**config.mk**
```make
export PLATFORM = sky130hd
export DESIGN_NAME = cbor_item_stream_decoder_core
export DESIGN_NICKNAME = d
export VERILOG_FILES = /design/src/cisd_pkg.sv /design/src/cisd_cfg.sv /design/src/cisd_step.sv /design/src/cbor_item_stream_decoder_core.sv
export SDC_FILE = /design/constraint.sdc
export NUM_CORES = 1
export LEC_CHECK = 0
export BUFFER_PORTS_ARGS = -buffer_cell sky130_fd_sc_hd__clkbuf_2
export CELL_PAD_IN_SITES_DETAIL_PLACEMENT = 0
export CELL_PAD_IN_SITES_GLOBAL_PLACEMENT = 1
export CORE_MARGIN = 2
export CORE_UTILIZATION = 31
export DETAILED_ROUTE_END_ITERATION = 8
export MAX_ROUTING_LAYER = met4
export PLACE_DENSITY_LB_ADDON = 0.1
export SLEW_MARGIN = 20
export SYNTH_ARGS = -nofsm -noshare
export SYNTH_HDL_FRONTEND = slang
export SYNTH_SLANG_ARGS = --single-unit
```
**constraint.sdc**
```tcl
create_clock -name clk -period 8.7 [get_ports clk]
set_input_delay 1.74 -clock clk [delete_from_list [all_inputs] [get_ports clk]]
set_output_delay 1.74 -clock clk [all_outputs]
set_load 0.01 [all_outputs]
```
**src/cisd_pkg.sv**
```systemverilog
`default_nettype none

package cisd_pkg;

    localparam int unsigned ArgW    = 64;
    localparam int unsigned CfgLenW = 16;
    localparam int unsigned ApbDataW = 32;
    localparam int unsigned ApbAddrW = 3;
    localparam logic [CfgLenW-1:0] MaxStringLenReset = 16'd64;

    // Event codes
    localparam logic [2:0] EV_PENDING     = 3'd0;
    localparam logic [2:0] EV_HEAD_DONE   = 3'd1;
    localparam logic [2:0] EV_PAYLOAD     = 3'd2;
    localparam logic [2:0] EV_TRUNCATED   = 3'd3;
    localparam logic [2:0] EV_UNSUPPORTED = 3'd4;

    // Decoder phases
    localparam logic [1:0] PH_INITIAL = 2'd0;
    localparam logic [1:0] PH_HEAD    = 2'd1;
    localparam logic [1:0] PH_PAYLOAD = 2'd2;

    // Additional info codes
    localparam logic [4:0] AI_MASK   = 5'h1f;
    localparam logic [4:0] AI_ONE    = 5'd24;
    localparam logic [4:0] AI_TWO    = 5'd25;
    localparam logic [4:0] AI_FOUR   = 5'd26;
    localparam logic [4:0] AI_EIGHT  = 5'd27;

    localparam logic [2:0] MT_UINT  = 3'd0;
    localparam logic [2:0] MT_NINT  = 3'd1;
    localparam logic [2:0] MT_BYTES = 3'd2;
    localparam logic [2:0] MT_TEXT  = 3'd3;

    // Register index of max_string_len
    localparam logic REG_MAX_STRING_LEN = 1'b0;

    typedef struct packed {
        logic [1:0]     phase;
        logic [3:0]     head_left;
        logic [ArgW-1:0] arg_accum;
        logic [2:0]     held_major;
        logic [ArgW-1:0] payload_left;
        logic           dropping;
    } cisd_state_t;

    typedef struct packed {
        logic [2:0]             event_res;
        logic [2:0]             major_type;
        logic [ArgW-1:0]        argument;
        logic signed [ArgW-1:0] int_value;
        logic                   int_out_of_range;
        logic                   string_too_long;
        logic [7:0]             payload_byte;
        logic                   payload_last;
    } cisd_result_t;

endpackage

`default_nettype wire

```
**src/cisd_cfg.sv**
```systemverilog
`default_nettype none

module cisd_cfg
(
    input  wire logic                            clk,
    input  wire logic                            rst_n,
    input  wire logic                            psel,
    input  wire logic                            penable,
    input  wire logic                            pwrite,
    input  wire logic [cisd_pkg::ApbAddrW-1:0]   paddr,
    input  wire logic [cisd_pkg::ApbDataW-1:0]   pwdata,
    output logic      [cisd_pkg::ApbDataW-1:0]   prdata,
    output logic                                 pready,
    output logic      [cisd_pkg::CfgLenW-1:0]    max_string_len
);
    import cisd_pkg::*;

    logic [CfgLenW-1:0] max_len_reg;
    logic [CfgLenW-1:0] max_len_next;
    logic               reg_sel;

    // Word index is the address above the byte offset
    assign reg_sel = paddr[ApbAddrW-1];

    always_comb
    begin
        max_len_next = max_len_reg;
        if (psel && penable && pwrite && (reg_sel == REG_MAX_STRING_LEN))
        begin
            max_len_next = pwdata[CfgLenW-1:0];
        end
    end

    always_ff @(posedge clk or negedge rst_n)
    begin
        if (!rst_n)
        begin
            max_len_reg <= MaxStringLenReset;
        end
        else
        begin
            max_len_reg <= max_len_next;
        end
    end

    always_comb
    begin
        prdata = '0;
        if (reg_sel == REG_MAX_STRING_LEN)
        begin
            prdata = {{(ApbDataW-CfgLenW){1'b0}}, max_len_reg};
        end
    end

    assign pready         = 1'b1;
    assign max_string_len = max_len_reg;

endmodule

`default_nettype wire

```
**src/cisd_step.sv**
```systemverilog
`default_nettype none

module cisd_step
(
    input  wire logic [7:0]                  data_byte,
    input  wire logic                        end_of_data,
    input  wire logic [cisd_pkg::CfgLenW-1:0] max_string_len,
    input  wire cisd_pkg::cisd_state_t       cur,
    output cisd_pkg::cisd_state_t            nxt,
    output cisd_pkg::cisd_result_t           res
);
    import cisd_pkg::*;

    logic [4:0]      ai;
    logic [3:0]      head_dec;
    logic [ArgW-1:0] accum_shift;
    logic [ArgW-1:0] pay_dec;
    logic            hd_fire;
    logic [ArgW-1:0] hd_arg;
    logic            too_long;

    assign ai          = data_byte[4:0] & AI_MASK;
    assign head_dec    = cur.head_left - 4'd1;
    assign accum_shift = {cur.arg_accum[ArgW-9:0], data_byte};
    assign pay_dec     = cur.payload_left - {{(ArgW-1){1'b0}}, 1'b1};

    always_comb
    begin
        nxt     = cur;
        res     = '0;
        hd_fire = 1'b0;
        hd_arg  = '0;

        case (cur.phase)
            PH_HEAD:
            begin
                nxt.arg_accum = accum_shift;
                nxt.head_left = head_dec;
                res.major_type = cur.held_major;
                if (head_dec == 4'd0)
                begin
                    hd_fire = 1'b1;
                    hd_arg  = accum_shift;
                end
                else if (end_of_data)
                begin
                    res.event_res = EV_TRUNCATED;
                    nxt.phase     = PH_INITIAL;
                end
            end
            PH_PAYLOAD:
            begin
                nxt.payload_left    = pay_dec;
                res.major_type      = cur.held_major;
                res.string_too_long = cur.dropping;
                if ((pay_dec != '0) && end_of_data)
                begin
                    res.event_res = EV_TRUNCATED;
                    nxt.phase     = PH_INITIAL;
                end
                else
                begin
                    res.event_res    = cur.dropping ? EV_PENDING : EV_PAYLOAD;
                    res.payload_byte = cur.dropping ? 8'd0 : data_byte;
                    res.payload_last = (pay_dec == '0);
                    if (pay_dec == '0)
                    begin
                        nxt.phase = PH_INITIAL;
                    end
                end
            end
            default:
            begin
                // Initial byte; the unused phase code lands here too
                nxt.held_major = data_byte[7:5];
                nxt.phase      = PH_INITIAL;
                if (ai < AI_ONE)
                begin
                    hd_fire = 1'b1;
                    hd_arg  = {{(ArgW-5){1'b0}}, ai};
                end
                else if (ai <= AI_EIGHT)
                begin
                    res.major_type = data_byte[7:5];
                    if (end_of_data)
                    begin
                        res.event_res = EV_TRUNCATED;
                    end
                    else
                    begin
                        nxt.head_left = 4'd1 << ai[1:0];
                        nxt.arg_accum = '0;
                        nxt.phase     = PH_HEAD;
                    end
                end
                else
                begin
                    res.event_res  = EV_UNSUPPORTED;
                    res.major_type = data_byte[7:5];
                    res.argument   = {{(ArgW-5){1'b0}}, ai};
                end
            end
        endcase

        too_long = (hd_arg[ArgW-1:CfgLenW] != '0) || (hd_arg[CfgLenW-1:0] > max_string_len);

        if (hd_fire)
        begin
            res.event_res  = EV_HEAD_DONE;
            res.major_type = nxt.held_major;
            res.argument   = hd_arg;
            nxt.phase      = PH_INITIAL;
            if ((nxt.held_major == MT_UINT) || (nxt.held_major == MT_NINT))
            begin
                if (hd_arg[ArgW-1])
                begin
                    res.int_out_of_range = 1'b1;
                end
                else
                begin
                    res.int_value = (nxt.held_major == MT_UINT) ? hd_arg : ~hd_arg;
                end
            end
            else if ((nxt.held_major == MT_BYTES) || (nxt.held_major == MT_TEXT))
            begin
                res.string_too_long = too_long;
                if (hd_arg != '0)
                begin
                    if (end_of_data)
                    begin
                        res.event_res = EV_TRUNCATED;
                        res.argument  = '0;
                    end
                    else
                    begin
                        nxt.phase        = PH_PAYLOAD;
                        nxt.payload_left = hd_arg;
                        nxt.dropping     = too_long;
                    end
                end
            end
        end
    end

endmodule

`default_nettype wire

```
**src/cbor_item_stream_decoder_core.sv**
```systemverilog
`default_nettype none

// Channel   Handshake           Payload
// input     in_valid/in_ready   data_byte, end_of_data
// output    out_valid/out_ready event_res, major_type, argument, int_value,
//                               int_out_of_range, string_too_long,
//                               payload_byte, payload_last
// config    APB (psel/penable)  max_string_len at byte address 0
//
// One byte per clock sustained while the output is not stalled; each accepted
// byte passes through the input register, then the result register.
// The decode of one byte is a single pass from the input register through
// the head/payload logic into the result register and the decoder state.
// A stall on the output holds both registers; the input register still
// takes a byte while the result register is full but about to drain.
// Reset returns the decoder to expecting an initial byte, max_string_len 64.
module cbor_item_stream_decoder_core
(
    input  wire logic                             clk,
    input  wire logic                             rst_n,

    input  wire logic                             in_valid,
    output logic                                  in_ready,
    input  wire logic [7:0]                       data_byte,
    input  wire logic                             end_of_data,

    output logic                                  out_valid,
    input  wire logic                             out_ready,
    output logic      [2:0]                       event_res,
    output logic      [2:0]                       major_type,
    output logic      [63:0]                      argument,
    output logic signed [63:0]                    int_value,
    output logic                                  int_out_of_range,
    output logic                                  string_too_long,
    output logic      [7:0]                       payload_byte,
    output logic                                  payload_last,

    input  wire logic                             psel,
    input  wire logic                             penable,
    input  wire logic                             pwrite,
    input  wire logic [cisd_pkg::ApbAddrW-1:0]    paddr,
    input  wire logic [cisd_pkg::ApbDataW-1:0]    pwdata,
    output logic      [cisd_pkg::ApbDataW-1:0]    prdata,
    output logic                                  pready
);
    import cisd_pkg::*;

    logic               in_valid_reg;
    logic [7:0]         byte_reg;
    logic               eod_reg;
    cisd_state_t        state_reg;
    cisd_state_t        state_next;
    cisd_result_t       res_reg;
    cisd_result_t       res_next;
    logic               out_valid_reg;
    logic               advance;
    logic [CfgLenW-1:0] max_string_len;

    cisd_cfg u_cfg
    (
        .clk            (clk),
        .rst_n          (rst_n),
        .psel           (psel),
        .penable        (penable),
        .pwrite         (pwrite),
        .paddr          (paddr),
        .pwdata         (pwdata),
        .prdata         (prdata),
        .pready         (pready),
        .max_string_len (max_string_len)
    );

    cisd_step u_step
    (
        .data_byte      (byte_reg),
        .end_of_data    (eod_reg),
        .max_string_len (max_string_len),
        .cur            (state_reg),
        .nxt            (state_next),
        .res            (res_next)
    );

    // Move the held byte into the result register when that register frees up
    assign advance  = in_valid_reg && (!out_valid_reg || out_ready);
    assign in_ready = !in_valid_reg || advance;

    always_ff @(posedge clk or negedge rst_n)
    begin
        if (!rst_n)
        begin
            in_valid_reg  <= 1'b0;
            out_valid_reg <= 1'b0;
            state_reg     <= '{phase: PH_INITIAL, default: '0};
        end
        else
        begin
            if (in_ready)
            begin
                in_valid_reg <= in_valid;
            end
            if (advance)
            begin
                out_valid_reg <= 1'b1;
                state_reg     <= state_next;
            end
            else if (out_ready)
            begin
                out_valid_reg <= 1'b0;
            end
        end
    end

    always_ff @(posedge clk)
    begin
        if (in_ready && in_valid)
        begin
            byte_reg <= data_byte;
            eod_reg  <= end_of_data;
        end
        if (advance)
        begin
            res_reg <= res_next;
        end
    end

    assign out_valid        = out_valid_reg;
    assign event_res        = res_reg.event_res;
    assign major_type       = res_reg.major_type;
    assign argument         = res_reg.argument;
    assign int_value        = res_reg.int_value;
    assign int_out_of_range = res_reg.int_out_of_range;
    assign string_too_long  = res_reg.string_too_long;
    assign payload_byte     = res_reg.payload_byte;
    assign payload_last     = res_reg.payload_last;

endmodule

`default_nettype wire

```
# Word-level counts from Yosys, hierarchy flattened
# Index checks and enable logic that the tools add are counted.
# op_classes
addsub,2
magnitude_cmp,3
n_reduce_logical,30
n_shift,1
n_bitwise,6
n_eq_ne,10
muxes,57
# op_table
op,count
$mux W64,9
$mux W65,6
$mux W70,3
$mux W136,1
$pmux W68 S2,1
$pmux W64 S2,1
$reduce_bool A64 Y1,2
$mux W69,1
$logic_not A64 Y1,1
$not A64 Y64,1
$sub A64 B1 Y64 const B,1
$reduce_bool A48 Y1,1
$mux W2,12
$mux W3,6
$gt A16 B16 Y1,1
$mux W16,1
$pmux W6 S2,1
$mux W10,1
$mux W5,2
$mux W9,1
$mux W8,1
$mux W1,7
$eq A3 B2 Y1 const B,2
$logic_and A1 B1 Y1,6
other kinds (27),40
# word_totals
output_inout_bits,180
regBits,302
wordCells,129

# Depth between registers and ports, before layout
# logic_depth
ltp_word,11
ltp_mapped,20

# Modules after synthesis
# From an unflattened synthesis, not the netlist that was laid out.
# hier_totals
cells_unflattened,1656
area_unflattened_um2,17864.6
# by_module_without_submodules
module,area_each_um2,n_inst,seq_area_each_um2,cells_per_inst
cbor_item_stream_decoder_core,10307.4,1,8127.8,454
cisd_step,6656.4,1,0.0,1132
cisd_cfg,900.9,1,401.6,70

# Worst setup path before layout
# Ideal clock, no wire load.
# synth_timing
kind,in2reg
from,in out_ready
to,reg state_reg[1] in the netlist's numbering
arrival_ns,6.498
setup_slack_ns,1.857
required_time_ns,8.356
stages,5
setup_ns,0.344
path_cell_list,nand2b_1 nand2_1 clkinv_1 clkbuf_1 o221ai_1
# synth_via
elab_chain_cells,2
# synth_rtl
element,line_no,source
"start, declared",cbor_item_stream_decoder_core.sv:28,"input wire logic out_ready,"
$logic_or A1 B1 Y1,cbor_item_stream_decoder_core.sv:84,assign advance = in_valid_reg && (!out_valid_reg || out_ready);
$logic_and A1 B1 Y1,cbor_item_stream_decoder_core.sv:84,
net advance,cbor_item_stream_decoder_core.sv:56,logic advance;
"end signal, assigned",cbor_item_stream_decoder_core.sv:104,state_reg <= state_next;
"end, declared",cbor_item_stream_decoder_core.sv:51,cisd_state_t state_reg;
# The timed path passes the listed nets, and every way through them passes these cells.
# A chain may end at the register's enable or synchronous reset.

# Worst setup path in the final report
# layout_timing
from,reg state_reg[137] in the netlist's numbering
to,reg state_reg[27] in the netlist's numbering
# layout_via
elab_chain_cells,8
# layout_rtl
element,line_no,source
branches (longest 7 deep; another with $mux W65),--,
$mux W65 *,cisd_step.sv:107,if (hd_fire)
# Mark *: on every way between the ends.

==> qor.csv <==
stage,metric,value,unit
status,outcome,"finished, final reports clean",
logic_synthesis,number of synthesized flops with an enable pin,154,
setup_path,r2r endpoint,state_reg[27],
clock_tree,Post-CTS Resized,0,
clock_tree,CTS Buffer Depth,3,
global_route,initial antenna violation count,0,
layout,number of diodes,0,
logic_synthesis,distinct cell type count of the synthesized netlist,69,
setup_path,Critical Path RT,9150,ps
layout,"commonest non-fill, non-tap cells in the layout","251 x nand2_1, 213 x nor2_1, 194 x clkbuf_2",
hold_path,depth of the worst hold-timing path,1,
sta,Fmax,0.194,GHz
clock_tree,H-tree depth,2,
placed_design,RD Place Congestion,0.882,
route,DRT Pass-1 Iters,5,
job,Max-Cap Viols,0,
die,Core Rows,82,
setup_path,beginning of the worst register-to-register path,state_reg[137],
route,average wire per standard cell,21.6,µm
sta,worst setup margin,3530,ps
power,Leak Pwr,7.54,nW
placed_design,number of port buffers,195,
clock_tree,clk slew on worst S/H paths,60,ps
die,Initial Utilization,0.314,
logic_synthesis,Yosys Warn Count,0,
setup_path,Worst Path Buf+Inv,4,
hold_path,WHS Endpoint,u_cfg.max_string_len[2],
sta,Hold Fails Final Rpt,0,
logic_synthesis,"Seq/Total Area, Yosys",0.529,
clock_tree,hold buffers post-CTS,0,
sta,fin. max-slew vios,0,
clock_tree,CTS Sinks,302,
logic_synthesis,Synth Flop Type,edfxtp_1,
sta,endpoints failing setup,0,
power,Worst IR Drop VDD,0.117,mV
setup_path,Critical Path Fanout Max,74,
placed_design,pre-CTS WS,3520,ps
layout,layout cells sized above 1,0.173,
route,Vias per Instance,5.22,
setup_path,CP max-delay cell,buf_4,
layout,Area Overhead vs Synth,17.8,%
die,Die X-Extent,229,µm
die,CORE AREA,50200,µm²
logic_synthesis,Syn Area/Cell,9.45,µm²
logic_synthesis,synthesized cell area,15700,µm²
logic_synthesis,Cells after Synth,1667,
power,power density over cell area,243,nW/µm²
die,die area,52600,µm²
setup_path,critical path start-end classification,flop to flop,
setup_path,Reg2Reg Depth,13,
route,vias after detailed routing,13100,
global_route,"Remaining Overflow, GRT",0,
sta,RSZ-0062 raised after global routing,no,
setup_path,Worst Setup End Kind,flop,
route,Final ANT Viol Nets,0,
placed_design,dpl hpwl,37600,µm
layout,"most common cell after layout, fill and taps aside",nand2_1,
hold_path,Hold WC Path Type,flop to flop,
setup_path,Max stage delay on crit path,690,ps
sta,part of the cycle the worst path needs,0.594,
clock_tree,CTS tree,yes,
hold_path,HP Start,u_cfg.max_string_len[2],
sta,measured slew at the worst slew-check pin,1020,ps
die,Die H,229,µm
clock_tree,Num CTS Buffers,38,
sta,post-route minimum period,5170,ps
global_route,global-route wire length before repair,81900,µm
clock_tree,CTS Root Cell,clkbuf_16,
setup_path,r2r setup slk,3530,ps
sta,Setup TNS,0,ps
sta,Rel. slew slack,0.319,
logic_synthesis,Synth Register Bits,302,
sta,Clock Skew,30.8,ps
setup_path,crit-path leading delay family,buffers and inverters,
clock_tree,Setup Buffers After CTS,0,
setup_path,crit path cell chain,"inv_1, ha_2, buf_4, nor2b_1, and3_2, buf_4, o31a_1, a221o_1, and2_2, buf_4, or4_1, o21ai_0, a22o_1",
global_route,number of global-route vias before repair,12800,
clock_tree,clk_lat worst skew,570,ps
route,Routed WL,54100,µm
die,Ports,231,
setup_path,"Top cell by count, worst path",buf_4,
setup_path,critical path launch point type,flop,
layout,nets,1882,
global_route,GR Util All Layers,0.210,
route,DR iter-0 viols,1006,
route,DRC viols,0,
layout,Largest register FFs,130,
logic_synthesis,Synth async-reset ratio,0.490,
setup_path,CP Data Arrival Time,5610,ps
global_route,largest net degree at the start of global routing,116,
metal layers:
layer | part of all wire | GRT usage | vias to the layer above | wire [µm]
met3 | 0.047 | 0.0324 | 35 | 2560
li1 | - | - | 6133 | -
met5 | 0 | - | - | 0
met1 | 0.49 | 0.310 | 6638 | 26600
met2 | 0.45 | 0.306 | 307 | 24400
met4 | 0.010 | 0.0339 | 0 | 559
through the flow:
step | cell area (µm²) | utilization | power, mW | instances | hold slack (ps)
2_1_floorplan | 15800 | - | 2.52 | 1682 | 457
3_3_place_gp | 17300 | 0.344 | 2.85 | 2441 | 489
3_5_place_dp | 17300 | 0.344 | 2.86 | 2441 | 493
4_1_cts | 18600 | 0.370 | 4.56 | 2511 | 506
5_1_grt | 18600 | 0.370 | 4.74 | 2511 | 522
6_report | 18600 | 0.370 | 4.51 | 2511 | 503
final cells by class:
type | count | area (µm²)
well taps | 672 | 841
repair buffers | 213 | 1120
multi-input cells | 1192 | 6730
fillers | 5140 | 31600
flip-flops and latches | 302 | 8330
inverters | 62 | 240
clock inverters | 29 | 338
clock buffers | 41 | 962
worst max path at each step:
stage / slack [ps] / to / depth (start not counted) / start
2_1_floorplan: 1860 / state_reg[1] / 5 / out_ready
3_3_place_gp: 3540 / state_reg[27] / 13 / state_reg[137]
3_5_place_dp: 3520 / state_reg[27] / 13 / state_reg[137]
4_1_cts: 3500 / state_reg[27] / 13 / state_reg[137]
5_1_grt: 3190 / state_reg[3] / 13 / state_reg[137]
6_report: 3530 / state_reg[27] / 13 / state_reg[137]
Yosys cell counts (9+ instances only):
cell type	count	share of area
dfrtp_1	147	0.23
nor2_1	213	0.051
and2_1	12	0.0048
a31oi_1	14	0.0056
a21o_1	9	0.0043
buf_4	17	0.0081
nor4_1	47	0.019
clkbuf_1	94	0.022
xnor2_1	14	0.0078
mux2_2	20	0.014
xor2_1	76	0.042
edfxtp_1	154	0.29
ha_1	22	0.017
nand2b_1	11	0.0044
nor3_1	54	0.017
buf_1	11	0.0026
o22ai_1	20	0.0079
nand2_1	253	0.060
nand3_1	41	0.013
inv_1	61	0.015
nand4_1	24	0.0095
o21ai_0	135	0.043
a22o_1	17	0.0095
a21oi_1	69	0.022
cells by family after synthesis:
family / share of synthesized area
AND/OR/NAND/NOR: 0.216
AO/OA/AOI/OAI: 0.123
flip-flops: 0.529
buffers and inverters: 0.0500
XOR/XNOR: 0.0501
adder cells (fa/ha/maj): 0.0175
multiplexers: 0.0143
other: 0.000477
power by group:
group	total, mW	switching (mW)	internal [mW]
clock	1.67	0.661	1.01
sequential	1.90	0.201	1.70
combinational	0.932	0.614	0.318
worst reg2reg max path: cells and delay by family (launching register included):
| family | cells | cell delay [ps] |
|---|---|---|
| DFF | 1 | 380 |
| and+or+nand+nor | 4 | 1440 |
| AOI/OAI and AO/OA | 4 | 1080 |
| buffers and inverters | 4 | 1990 |
| adders and majority gates | 1 | 160 |
Note: power is estimated with default switching activity, not from simulation.
